<file path="src/rtl/lfpa_pkg.sv">
package lfpa_pkg;

	// Fixed field widths
	localparam int PERIOD_BITS = 8;
	localparam int FRAC_BITS   = 16;
	localparam int LEVEL_W     = 8;
	localparam int STEP_W      = 25;
	localparam int MODE_W      = 2;
	localparam int COUNT_W     = 32;
	localparam int CFG_DATA_W  = 32;
	localparam int CFG_IDX_W   = 3;

	// Intensity must hold the largest limit plus one step without wrapping
	localparam int INT_W   = (((LEVEL_W + FRAC_BITS) > STEP_W) ?
		(LEVEL_W + FRAC_BITS) : STEP_W) + 1;
	localparam int IPART_W = INT_W - FRAC_BITS;
	localparam int CMP_W   = (IPART_W > PERIOD_BITS) ? IPART_W : PERIOD_BITS;

	localparam logic [COUNT_W-1:0] FOREVER   = {COUNT_W{1'b1}};
	localparam logic [LEVEL_W-1:0] LEVEL_MAX = {LEVEL_W{1'b1}};

	// Fade modes
	localparam logic [MODE_W-1:0] FADE_IN   = 2'd0;
	localparam logic [MODE_W-1:0] FADE_OUT  = 2'd1;
	localparam logic [MODE_W-1:0] PING_PONG = 2'd2;

	// Register indexes
	localparam logic [CFG_IDX_W-1:0] REG_MIN_LEVEL    = 3'd0;
	localparam logic [CFG_IDX_W-1:0] REG_MAX_LEVEL    = 3'd1;
	localparam logic [CFG_IDX_W-1:0] REG_START_LEVEL  = 3'd2;
	localparam logic [CFG_IDX_W-1:0] REG_RAMP_STEP    = 3'd3;
	localparam logic [CFG_IDX_W-1:0] REG_FADE_MODE    = 3'd4;
	localparam logic [CFG_IDX_W-1:0] REG_HOLD_LENGTH  = 3'd5;
	localparam logic [CFG_IDX_W-1:0] REG_REPEAT_TOTAL = 3'd6;

	typedef struct packed {
		logic [LEVEL_W-1:0] min_level;
		logic [LEVEL_W-1:0] max_level;
		logic [STEP_W-1:0]  ramp_step;
		logic [MODE_W-1:0]  fade_mode;
		logic [COUNT_W-1:0] hold_length;
	} anim_cfg_t;

	typedef struct packed {
		logic [INT_W-1:0]   intensity;
		logic               going_up;
		logic [COUNT_W-1:0] hold_left;
		logic [COUNT_W-1:0] repeats_left;
	} anim_state_t;

endpackage

</file>
<file path="src/rtl/led_fade_pwm_animator_unit.sv">
// LED fade / breathing PWM animator.
//
// Input channel (in_valid / in_stall, payload tick): each request is one PWM
// tick. tick = 1 advances the period counter; when it wraps the fade
// animation takes one step. tick = 0 only samples the current outputs.
// Output channel (out_valid / out_stall): one result per request carrying
// led_level, level_now, period_end and finished, computed from the state
// after that request's update.
// Pipeline: a request accepted sits in the input register; when the result
// register is free, the state update runs into the result register, which
// drives out_valid. Throughput is one request per cycle while the receiver
// does not stall, set by the combinational add/compare of the animation
// step.
// When the receiver stalls, the result register holds and the input register
// still takes one more request; after that in_stall rises until the result
// is taken.
// Configuration (cfg_we, cfg_index, cfg_data) writes one register per edge;
// any write to a listed register reloads intensity, direction, hold and
// repeat count. Write only while no request is in flight.
// Reset (arst_n low) loads the default registers and the start state; no
// clearing pass is needed.
module led_fade_pwm_animator_unit (
	input  logic                                clk,
	input  logic                                arst_n,
	input  logic                                in_valid,
	output logic                                in_stall,
	input  logic                                tick,
	output logic                                out_valid,
	input  logic                                out_stall,
	output logic                                led_level,
	output logic [lfpa_pkg::LEVEL_W-1:0]        level_now,
	output logic                                period_end,
	output logic                                finished,
	input  logic                                cfg_we,
	input  logic [lfpa_pkg::CFG_IDX_W-1:0]      cfg_index,
	input  logic [lfpa_pkg::CFG_DATA_W-1:0]     cfg_data
);
	import lfpa_pkg::*;

	// configuration registers
	anim_cfg_t          cfg_q, cfg_n;
	logic [LEVEL_W-1:0] start_level_q, start_level_n, start_clamped;
	logic [COUNT_W-1:0] repeat_total_q, repeat_total_n;
	logic               cfg_hit;

	// animation state
	logic [PERIOD_BITS-1:0] pc_q, pc_next;
	anim_state_t            st_q, st_next;
	logic                   wrap;

	// pipeline
	logic valid_s1, tick_s1;
	logic valid_s2;
	logic led_level_s2, period_end_s2, finished_s2;
	logic [LEVEL_W-1:0] level_now_s2;
	logic advance, in_take;

	logic [IPART_W-1:0] ipart;

	// Register write decode: next register values, used both for storage and
	// for the reload that every valid write triggers.
	always_comb begin
		cfg_n          = cfg_q;
		start_level_n  = start_level_q;
		repeat_total_n = repeat_total_q;
		cfg_hit        = cfg_we;
		unique case (cfg_index)
			REG_MIN_LEVEL:    cfg_n.min_level   = cfg_data[LEVEL_W-1:0];
			REG_MAX_LEVEL:    cfg_n.max_level   = cfg_data[LEVEL_W-1:0];
			REG_START_LEVEL:  start_level_n     = cfg_data[LEVEL_W-1:0];
			REG_RAMP_STEP:    cfg_n.ramp_step   = cfg_data[STEP_W-1:0];
			REG_FADE_MODE:    cfg_n.fade_mode   = cfg_data[MODE_W-1:0];
			REG_HOLD_LENGTH:  cfg_n.hold_length = cfg_data[COUNT_W-1:0];
			REG_REPEAT_TOTAL: repeat_total_n    = cfg_data[COUNT_W-1:0];
			default:          cfg_hit           = 1'b0;
		endcase
	end

	// start clamp: below min wins over above max
	assign start_clamped = (start_level_n < cfg_n.min_level) ? cfg_n.min_level :
		(start_level_n > cfg_n.max_level) ? cfg_n.max_level : start_level_n;

	// handshake: output register frees when empty or taken
	assign advance  = ~valid_s2 | ~out_stall;
	assign in_stall = valid_s1 & ~advance;
	assign in_take  = in_valid & ~in_stall;

	// period counter and wrap detect for the request in stage 1
	assign pc_next = tick_s1 ? pc_q + 1'b1 : pc_q;
	assign wrap    = tick_s1 && (pc_next == '0);

	lfpa_step u_step (
		.cfg  (cfg_q),
		.cur  (st_q),
		.wrap (wrap),
		.nxt  (st_next)
	);

	assign ipart = st_next.intensity[INT_W-1:FRAC_BITS];

	always_ff @(posedge clk or negedge arst_n) begin
		if (!arst_n) begin
			cfg_q.min_level   <= '0;
			cfg_q.max_level   <= LEVEL_MAX;
			cfg_q.ramp_step   <= STEP_W'(1 << FRAC_BITS);
			cfg_q.fade_mode   <= PING_PONG;
			cfg_q.hold_length <= '0;
			start_level_q     <= '0;
			repeat_total_q    <= FOREVER;
			pc_q              <= '0;
			st_q.intensity    <= '0;
			st_q.going_up     <= 1'b1;
			st_q.hold_left    <= '0;
			st_q.repeats_left <= FOREVER;
			valid_s1          <= 1'b0;
			valid_s2          <= 1'b0;
		end else begin
			if (in_take)
				valid_s1 <= 1'b1;
			else if (advance)
				valid_s1 <= 1'b0;
			if (advance)
				valid_s2 <= valid_s1;

			if (cfg_hit) begin
				cfg_q             <= cfg_n;
				start_level_q     <= start_level_n;
				repeat_total_q    <= repeat_total_n;
				st_q.intensity    <= INT_W'({start_clamped, {FRAC_BITS{1'b0}}});
				st_q.going_up     <= 1'b1;
				st_q.hold_left    <= '0;
				st_q.repeats_left <= repeat_total_n;
			end else if (valid_s1 && advance) begin
				st_q <= st_next;
			end

			// period counter keeps running across register writes
			if (valid_s1 && advance)
				pc_q <= pc_next;
		end
	end

	// payload registers, no reset
	always_ff @(posedge clk) begin
		if (in_take)
			tick_s1 <= tick;
		if (advance && valid_s1) begin
			led_level_s2  <= (CMP_W'(ipart) <= CMP_W'(pc_next));
			level_now_s2  <= (ipart > IPART_W'(LEVEL_MAX)) ? LEVEL_MAX :
				ipart[LEVEL_W-1:0];
			period_end_s2 <= wrap;
			finished_s2   <= (st_next.repeats_left == '0);
		end
	end

	assign out_valid  = valid_s2;
	assign led_level  = led_level_s2;
	assign level_now  = level_now_s2;
	assign period_end = period_end_s2;
	assign finished   = finished_s2;

	// stage 1 blocked by a stalled result must push back on the input
	a_backpressure: assert property (@(posedge clk) disable iff (!arst_n)
		valid_s1 && valid_s2 && out_stall |-> in_stall)
		else $error("stage 1 overrun while output stalled");

	// a wrap report always comes with the counter at zero
	a_wrap_zero: assert property (@(posedge clk) disable iff (!arst_n)
		valid_s2 && period_end_s2 |-> pc_q == '0)
		else $error("period_end without counter wrap");

	// register writes restart the animation
	a_reload_dir: assert property (@(posedge clk) disable iff (!arst_n)
		cfg_hit |=> st_q.going_up && st_q.hold_left == '0)
		else $error("reload did not restart direction and hold");

	// a new output only appears when stage 1 held a request
	a_out_source: assert property (@(posedge clk) disable iff (!arst_n)
		!valid_s2 && !valid_s1 |=> !valid_s2)
		else $error("result appeared without a request");

endmodule

</file>
<file path="src/rtl/lfpa_step.sv">
module lfpa_step (
	input  lfpa_pkg::anim_cfg_t   cfg,
	input  lfpa_pkg::anim_state_t cur,
	input  logic                  wrap,
	output lfpa_pkg::anim_state_t nxt
);
	import lfpa_pkg::*;

	logic [INT_W-1:0] lo, hi, step, sum, diff;
	logic             up, move, ended, close_cycle;

	assign lo   = INT_W'({cfg.min_level, {FRAC_BITS{1'b0}}});
	assign hi   = INT_W'({cfg.max_level, {FRAC_BITS{1'b0}}});
	assign step = INT_W'(cfg.ramp_step);
	assign sum  = cur.intensity + step;
	assign diff = cur.intensity - step;

	always_comb begin
		nxt         = cur;
		up          = 1'b1;
		move        = 1'b1;
		ended       = 1'b0;
		close_cycle = 1'b0;

		case (cfg.fade_mode)
			FADE_IN:   up = 1'b1;
			FADE_OUT:  up = 1'b0;
			PING_PONG: up = cur.going_up;
			default:   move = 1'b0;
		endcase

		if (wrap && cur.repeats_left != '0) begin
			if (cur.hold_left != '0) begin
				nxt.hold_left = cur.hold_left - 1'b1;
				if (cur.hold_left == COUNT_W'(1) && cur.repeats_left != FOREVER)
					nxt.repeats_left = cur.repeats_left - 1'b1;
			end else if (move) begin
				if (up) begin
					nxt.intensity = sum;
					ended = (sum > hi);
				end else if (cur.intensity < step) begin
					ended = 1'b1;
				end else begin
					nxt.intensity = diff;
					ended = (diff < step) || (diff < lo);
				end

				if (ended) begin
					case (cfg.fade_mode)
						FADE_IN: begin
							nxt.intensity = lo;
							close_cycle = 1'b1;
						end
						FADE_OUT: begin
							nxt.intensity = hi;
							close_cycle = 1'b1;
						end
						default: begin
							nxt.intensity = cur.going_up ? hi : lo;
							nxt.going_up  = ~cur.going_up;
							close_cycle   = cur.going_up;
						end
					endcase
				end

				if (close_cycle) begin
					if (cfg.hold_length != '0)
						nxt.hold_left = cfg.hold_length;
					else if (cur.repeats_left != FOREVER)
						nxt.repeats_left = cur.repeats_left - 1'b1;
				end
			end
		end
	end

endmodule
</file>
<file path="config.mk">
export PLATFORM = sky130hd
export DESIGN_NAME = led_fade_pwm_animator_unit
export DESIGN_NICKNAME = d
export VERILOG_FILES = /design/src/rtl/lfpa_pkg.sv /design/src/rtl/led_fade_pwm_animator_unit.sv /design/src/rtl/lfpa_step.sv
export SDC_FILE = /design/constraint.sdc
export NUM_CORES = 1
export LEC_CHECK = 0
export BUFFER_PORTS_ARGS = -buffer_cell sky130_fd_sc_hd__buf_2
export CAP_MARGIN = 20
export CORE_MARGIN = 2
export CORE_UTILIZATION = 69
export CTS_CLUSTER_SIZE = 28
export DETAILED_ROUTE_END_ITERATION = 10
export PLACE_DENSITY = 0.87
export SLEW_MARGIN = 0
export SYNTH_ARGS = -nofsm -noshare
export SYNTH_HDL_FRONTEND = slang
export SYNTH_SLANG_ARGS = --single-unit
</file>
<file path="constraint.sdc">
create_clock -name clk -period 19.28 [get_ports clk]
set_clock_uncertainty 0.15 [all_clocks]
set_input_delay 0 -clock clk [delete_from_list [all_inputs] [get_ports clk]]
set_output_delay 0 -clock clk [all_outputs]
set_load 0.05 [all_outputs]
</file>
## Word level (Yosys, flattened, before mapping)

Cells that the tools add are included.

- $add $sub $neg: 5
- Magnitude comparators: 8
- Eq/ne operators: 13
- Multiplexer cells: 39
- Bitwise logic cells: 8
- Reductions and logical operators: 29

Operators with widths:

| kind | number |
|---|---|
| 2-to-1 mux 91 bit | 4 |
| 2-to-1 mux 32 bit | 5 |
| 2-to-1 mux 64 bit | 2 |
| nonzero test 32 bit | 3 |
| subtractor 32 x 1 -> 32 bit (second input constant) | 2 |
| 2-to-1 mux 27 bit | 2 |
| < comparator 26 x 25 -> 1 bit | 2 |
| 2-to-1 mux 26 bit | 2 |
| one-hot mux 26 bit (2 select lines) | 1 |
| 2-to-1 mux 8 bit | 6 |
| equality test 32 x 1 -> 1 bit (second input constant) | 1 |
| logical NOT 32 bit | 1 |
| inequality test 32 bit (second input constant) | 1 |
| adder 26 x 25 -> 26 bit | 1 |
| > comparator 26 x 24 -> 1 bit | 1 |
| < comparator 26 x 24 -> 1 bit | 1 |
| subtractor 26 x 25 -> 26 bit | 1 |
| 2-to-1 mux 24 bit | 1 |
| 2-to-1 mux 1 bit | 15 |
| > comparator 10 x 8 -> 1 bit (second input constant) | 1 |
| less-or-equal comparator 10 x 8 -> 1 bit | 1 |
| AND reduction 5 bit | 2 |
| nonzero test 2 bit | 5 |
| equality test 3 bit (second input constant) | 3 |
| 25 further kinds | 38 |

- Bits in registers: 228
- Bits of input ports: 41
- Output and inout bits: 13
- Word-level logic and storage cells: 122

## Logic depth before layout (Yosys ltp)

- Depth in word-level cells: 18
- Depth in mapped cells: 37
- Mapped depth without buffers: 35

## Modules after synthesis

From an unflattened synthesis, not the netlist that was laid out.

- Cells, all modules: 2011
- Area, all modules: 17341.6 um^2

By module, submodules not included:

| module | instances | cells an instance | area each (um^2) | sequential area each (um^2) |
|---|---|---|---|---|
| led_fade_pwm_animator_unit | 1 | 944 | 10428.8 | 5859.4 |
| lfpa_step | 1 | 1067 | 6912.9 | 0.0 |

## Worst setup path after synthesis

OpenSTA, ideal clock, no wires.

- Path kind: reg2reg
- Start point: reg cfg_q[38] (netlist name)
- End point: reg led_level_s2, in the netlist led_level, data pin
- Setup time: 131 ps
- Arrival: 6339 ps
- Required time: 18999 ps
- Slack: 12661 ps
- Stages on the path, launching flop included: 38
- Clock period less this slack: 6619 ps
- Cell sequence: dfrtp_1 > inv_1 > ha_1 > buf_2 > nor2b_1 > nor4_1 > a21o_1 > a2111oi_0 > or2_1 > clkbuf_1 > a211o_1 > a21oi_1 > o21bai_1 > a21oi_1 > xnor2_1 > ha_1 > nand4_1 > nor4_1 > (+2 left out) > nand4_1 > nor4_2 > o21ai_2 > and2_1 > buf_2 > o211a_1 > o31ai_1 > ha_1 > nor2b_1 > o21a_1 > o21ai_0 > nand2b_1 > a21oi_1 > nor2b_1 > o21ai_0 > nand2b_1 > a21oi_1 > o21a_1

RTL lines:

| what | line | source |
|---|---|---|
| start, declared | led_fade_pwm_animator_unit.sv:41 | `anim_cfg_t cfg_q, cfg_n;` |
| start signal, assigned | led_fade_pwm_animator_unit.sv:126 | `cfg_q <= cfg_n;` |
| end signal, assigned | led_fade_pwm_animator_unit.sv:148 | `led_level_s2 <= (CMP_W'(ipart) <= CMP_W'(pc_next));` |
| end, declared | led_fade_pwm_animator_unit.sv:54 | `logic led_level_s2, period_end_s2, finished_s2;` |

==> impl_results.md <==
- Avg Inst Size Synth: a little under 9 µm²
- CP max stage cell: nor4_1
- Largest net degree at the start of global routing: between 90 and 100
- Relative slew margins: 0.241
- Final setup fails: 0
- Pre-CTS worst setup slack: roughly 11 ns
- WP data required: 19.54 ns
- Combinational cell fraction of total power: 0.577
- Routability cong.: about 1.0
- Global-route wire length before repair: 85200 µm
- Ports: 54
- Mapped Area: approximately 17000 µm²
- Antenna viol nets, final: 0
- Via count: between 15k and 20k
- TritonCTS Sinks: ~230
- Synthesized netlist cell count: around 1.9k
- Internal: ~1.5 mW
- Synth top area share: 0.208
- Maximum clock insertion buffer count: 3
- Vias in the first global route: 15.3k
- CP max FO: 10
- Total Routing Usage GR: 0.416
- VDD IR-drop max: about 0.14 mV
- CTS Buf Count: 26
- Setup_tns: 0 ns
- PD cells: about 160 nW/µm²
- Sw Ratio: 0.484
- Synth async-reset ratio: 0.947
- Top-count cell post-synth: nand2_1
- Max-slew violation count: 0
- Hold Crit Depth: 2
- Fmax: around 0.12 GHz
- Tcrit/Tclk final: 0.428
- Sequential share of power: 0.249
- # H-tree levels: 1
- Max incr delay on CP: 0.64 ns
- Post-synth top flop: dfrtp_1
- Fill cell count: 1651
- Synth Warn #: 0
- Initial antenna violation count: 1
- Synth unique cells: ~90
- WS Path Type: flop to flop
- Crit path launch type: flop
- Post-synth EDFFs: 12
- TritonCTS clock tree: yes
- Post-route setup slack: 11.03 ns
- Die Height: 161 µm
- Clock Tree Root: clkbuf_16
- Insertion delay to the later sink of the worst-skew pair: approximately 0.56 ns
- Worst EP arrival: between 8 and 9 ns
- Core area: 24200 µm²
- Reg2Reg Depth: 34
- Top cell by count, worst path: a21oi_1
- Most frequent cells after synthesis: nand2_1, nor2_1, dfrtp_1, a21oi_1, o21ai_0
- Area post-placement: between 15000 and 20000 µm²
- Layout cells sized above 1: 0.167
- HP Class: input port to flop
- Post-DP HPWL: 37900 µm
- Transition time at the pin with the least slew margin: approximately 1.1 ns
- Crit path time final: 8.25 ns
- Max-Cap Viols: 0
- Initial core utilization: 0.701
- Setup repair after global routing missed its margin: no
- Switching Power: about 1.4 mW
- DR vias/cell: just under 7
- Clock Pin Slew Worst Setup and Hold Paths: 0.06 ns
- Total Wirelength: 54700 µm
- Number of port buffers: 53
- Initial drt markers: 2177
- Setup Fix Bufs, Post-CTS: 0
- Count of standard-cell rows: 57
- Syn-to-layout area delta: 10.4%
- Grt total ovfl: 0
- Total die area: around 26000 µm²
- Post-synth net total: ~2.1k
- Drt drc: 0
- Post-route cell area: 18800 µm²
- Count of final hold-check violations: 0
- Clock group share of total power: 0.174
- Area contributors post-synth: dfrtp_1, dfstp_2, ha_1, mux2_2, nand2_1
- First-pass detailed-route iteration total: 8
- Final net count: approximately 2.1k
- Pleak: 8.03 nW
- Sequential fraction of the synthesis area: 0.345
- Routed len/inst: approximately 24 µm
- PostCTS Resize Cnt: 0
- Outcome: finished clean
- Yosys reg bits: around 230
- Critical path endpoint category: flop
- Die W: 161 µm
- Area leader, netlist: dfrtp_1
- Ant. Diodes: 0
[path summary, 6_finish.rpt]
kind,endpoint,slack [ns],startpoint
max in group asynchronous,st_q[60],17.25,arst_n
worst max-delay path,led_level,11.03,cfg_q[38]
worst max register to register,led_level,11.03,cfg_q[38]
worst min register to register,start_level_q[2],0.34,start_level_q[2]
min in group asynchronous,cfg_q[64],0.13,arst_n
worst min-delay path,tick_s1,0.07,tick
[flip-flops by register name, summed over array words and instances (netlist names)]
| name | count |
|---|---|
| repeat_total_q | 32 |
| finished | 1 |
| st_q | 91 |
| out_valid | 1 |
| cfg_q | 75 |
| period_end | 1 |
| tick_s1 | 1 |
| start_level_q | 8 |
| valid_s1 | 1 |
| led_level | 1 |
| pc_q | 8 |
| level_now | 8 |
[cell usage in the layout, fill, tap and decap left out, types with 7 or more instances in the layout]
master | Yosys | layout
o21bai_1 | 10 | 9
o211ai_1 | 10 | 10
o21a_1 | 22 | 22
nand2_1 | 206 | 205
mux2_2 | 95 | 95
and3_1 | 37 | 37
o22ai_1 | 7 | 7
edfxtp_1 | 12 | 12
clkbuf_1 | 89 | 8
a211oi_1 | 18 | 18
dfstp_2 | 75 | 75
a211o_1 | 10 | 10
clkbuf_16 | 0 | 26
a31oi_1 | 16 | 16
or3_1 | 16 | 16
nand2b_1 | 30 | 30
o21ai_0 | 120 | 120
o31ai_1 | 14 | 14
dlygate4sd3_1 | 0 | 41
a21oi_1 | 135 | 135
o2111ai_1 | 7 | 7
nor2_1 | 145 | 144
a21o_1 | 22 | 22
nor3_1 | 65 | 64
buf_4 | 0 | 23
dfrtp_1 | 141 | 141
or2_2 | 9 | 9
nor2b_1 | 21 | 21
ha_1 | 118 | 118
xnor2_1 | 67 | 67
buf_2 | 18 | 52
inv_1 | 81 | 81
nor4_1 | 34 | 34
a221oi_1 | 22 | 22
xor2_1 | 34 | 34
mux2i_1 | 48 | 48
nand3_1 | 44 | 44
nand4_1 | 32 | 32
and2_1 | 8 | 7
[stage by stage]
step,power [mW],std cells,hold WS (ns),utilization
6_report,2.95,2321,0.0749,0.774
5_1_grt,3.11,2321,0.0798,0.774
4_1_cts,2.88,2318,0.0261,0.772
3_5_place_dp,2.34,2228,-0.0508,0.718
3_3_place_gp,2.31,2228,-0.0622,0.718
2_1_floorplan,1.89,1940,-0.446,-
[power by group through the flow]
stage / Clock [mW] / Sequential [mW] / Combinational [mW]
global route: 0.531 / 0.745 / 1.83
floorplan: 0 / 0.707 / 1.18
global placement: 0 / 0.727 / 1.58
finish: 0.515 / 0.735 / 1.70
detailed placement: 0 / 0.734 / 1.61
CTS: 0.514 / 0.728 / 1.63
[routing by layer]
metal  up-vias  wire length (µm)  track usage  part of all wire
met2      1022             24700        0.660              0.45
li1       7085                 -            -                 -
met5         -                25            0           0.00046
met4         4              2210        0.148             0.040
met3       181              6090       0.0832              0.11
met1      7697             21700        0.572              0.40
[kinds of logic after synthesis]
logic type | synth area share
AO/OA/AOI/OAI | 0.181
XOR/XNOR | 0.0521
adder cells (fa/ha/maj) | 0.0899
AND/OR/NAND/NOR | 0.196
multiplexers | 0.0921
buffers and inverters | 0.0446
flip-flops | 0.345
[layout make-up]
| type | instances | area (µm²) | area share |
|---|---|---|---|
| Multi-Input combinational cell | 1518 | 10400 | 0.554 |
| Sequential cell | 228 | 5860 | 0.312 |
| Timing Repair Buffer | 121 | 913 | 0.0487 |
| Clock buffer | 37 | 722 | 0.0385 |
| Tap cell | 324 | 405 | 0.0216 |
| Inverter | 82 | 308 | 0.0164 |
| Clock inverter | 11 | 165 | 0.00880 |
[critical path: cells and delay by family, from the launching register on]
family	cells	cell delay, ns
DFF	1	0.38
and+or+nand+nor	14	3.02
xor gates and xnor gates	1	0.14
buffers and inverters	1	0.08
adders and majority gates	3	1.18
AOI/OAI and AO/OA	15	3.14
[repair_timing]
action	in CTS	in global routing
hold buffers	42	0
hold endpoints to repair	253	0
endpoints found under the setup margin	0	0
No activity file was read; power rests on OpenSTA's default activity.
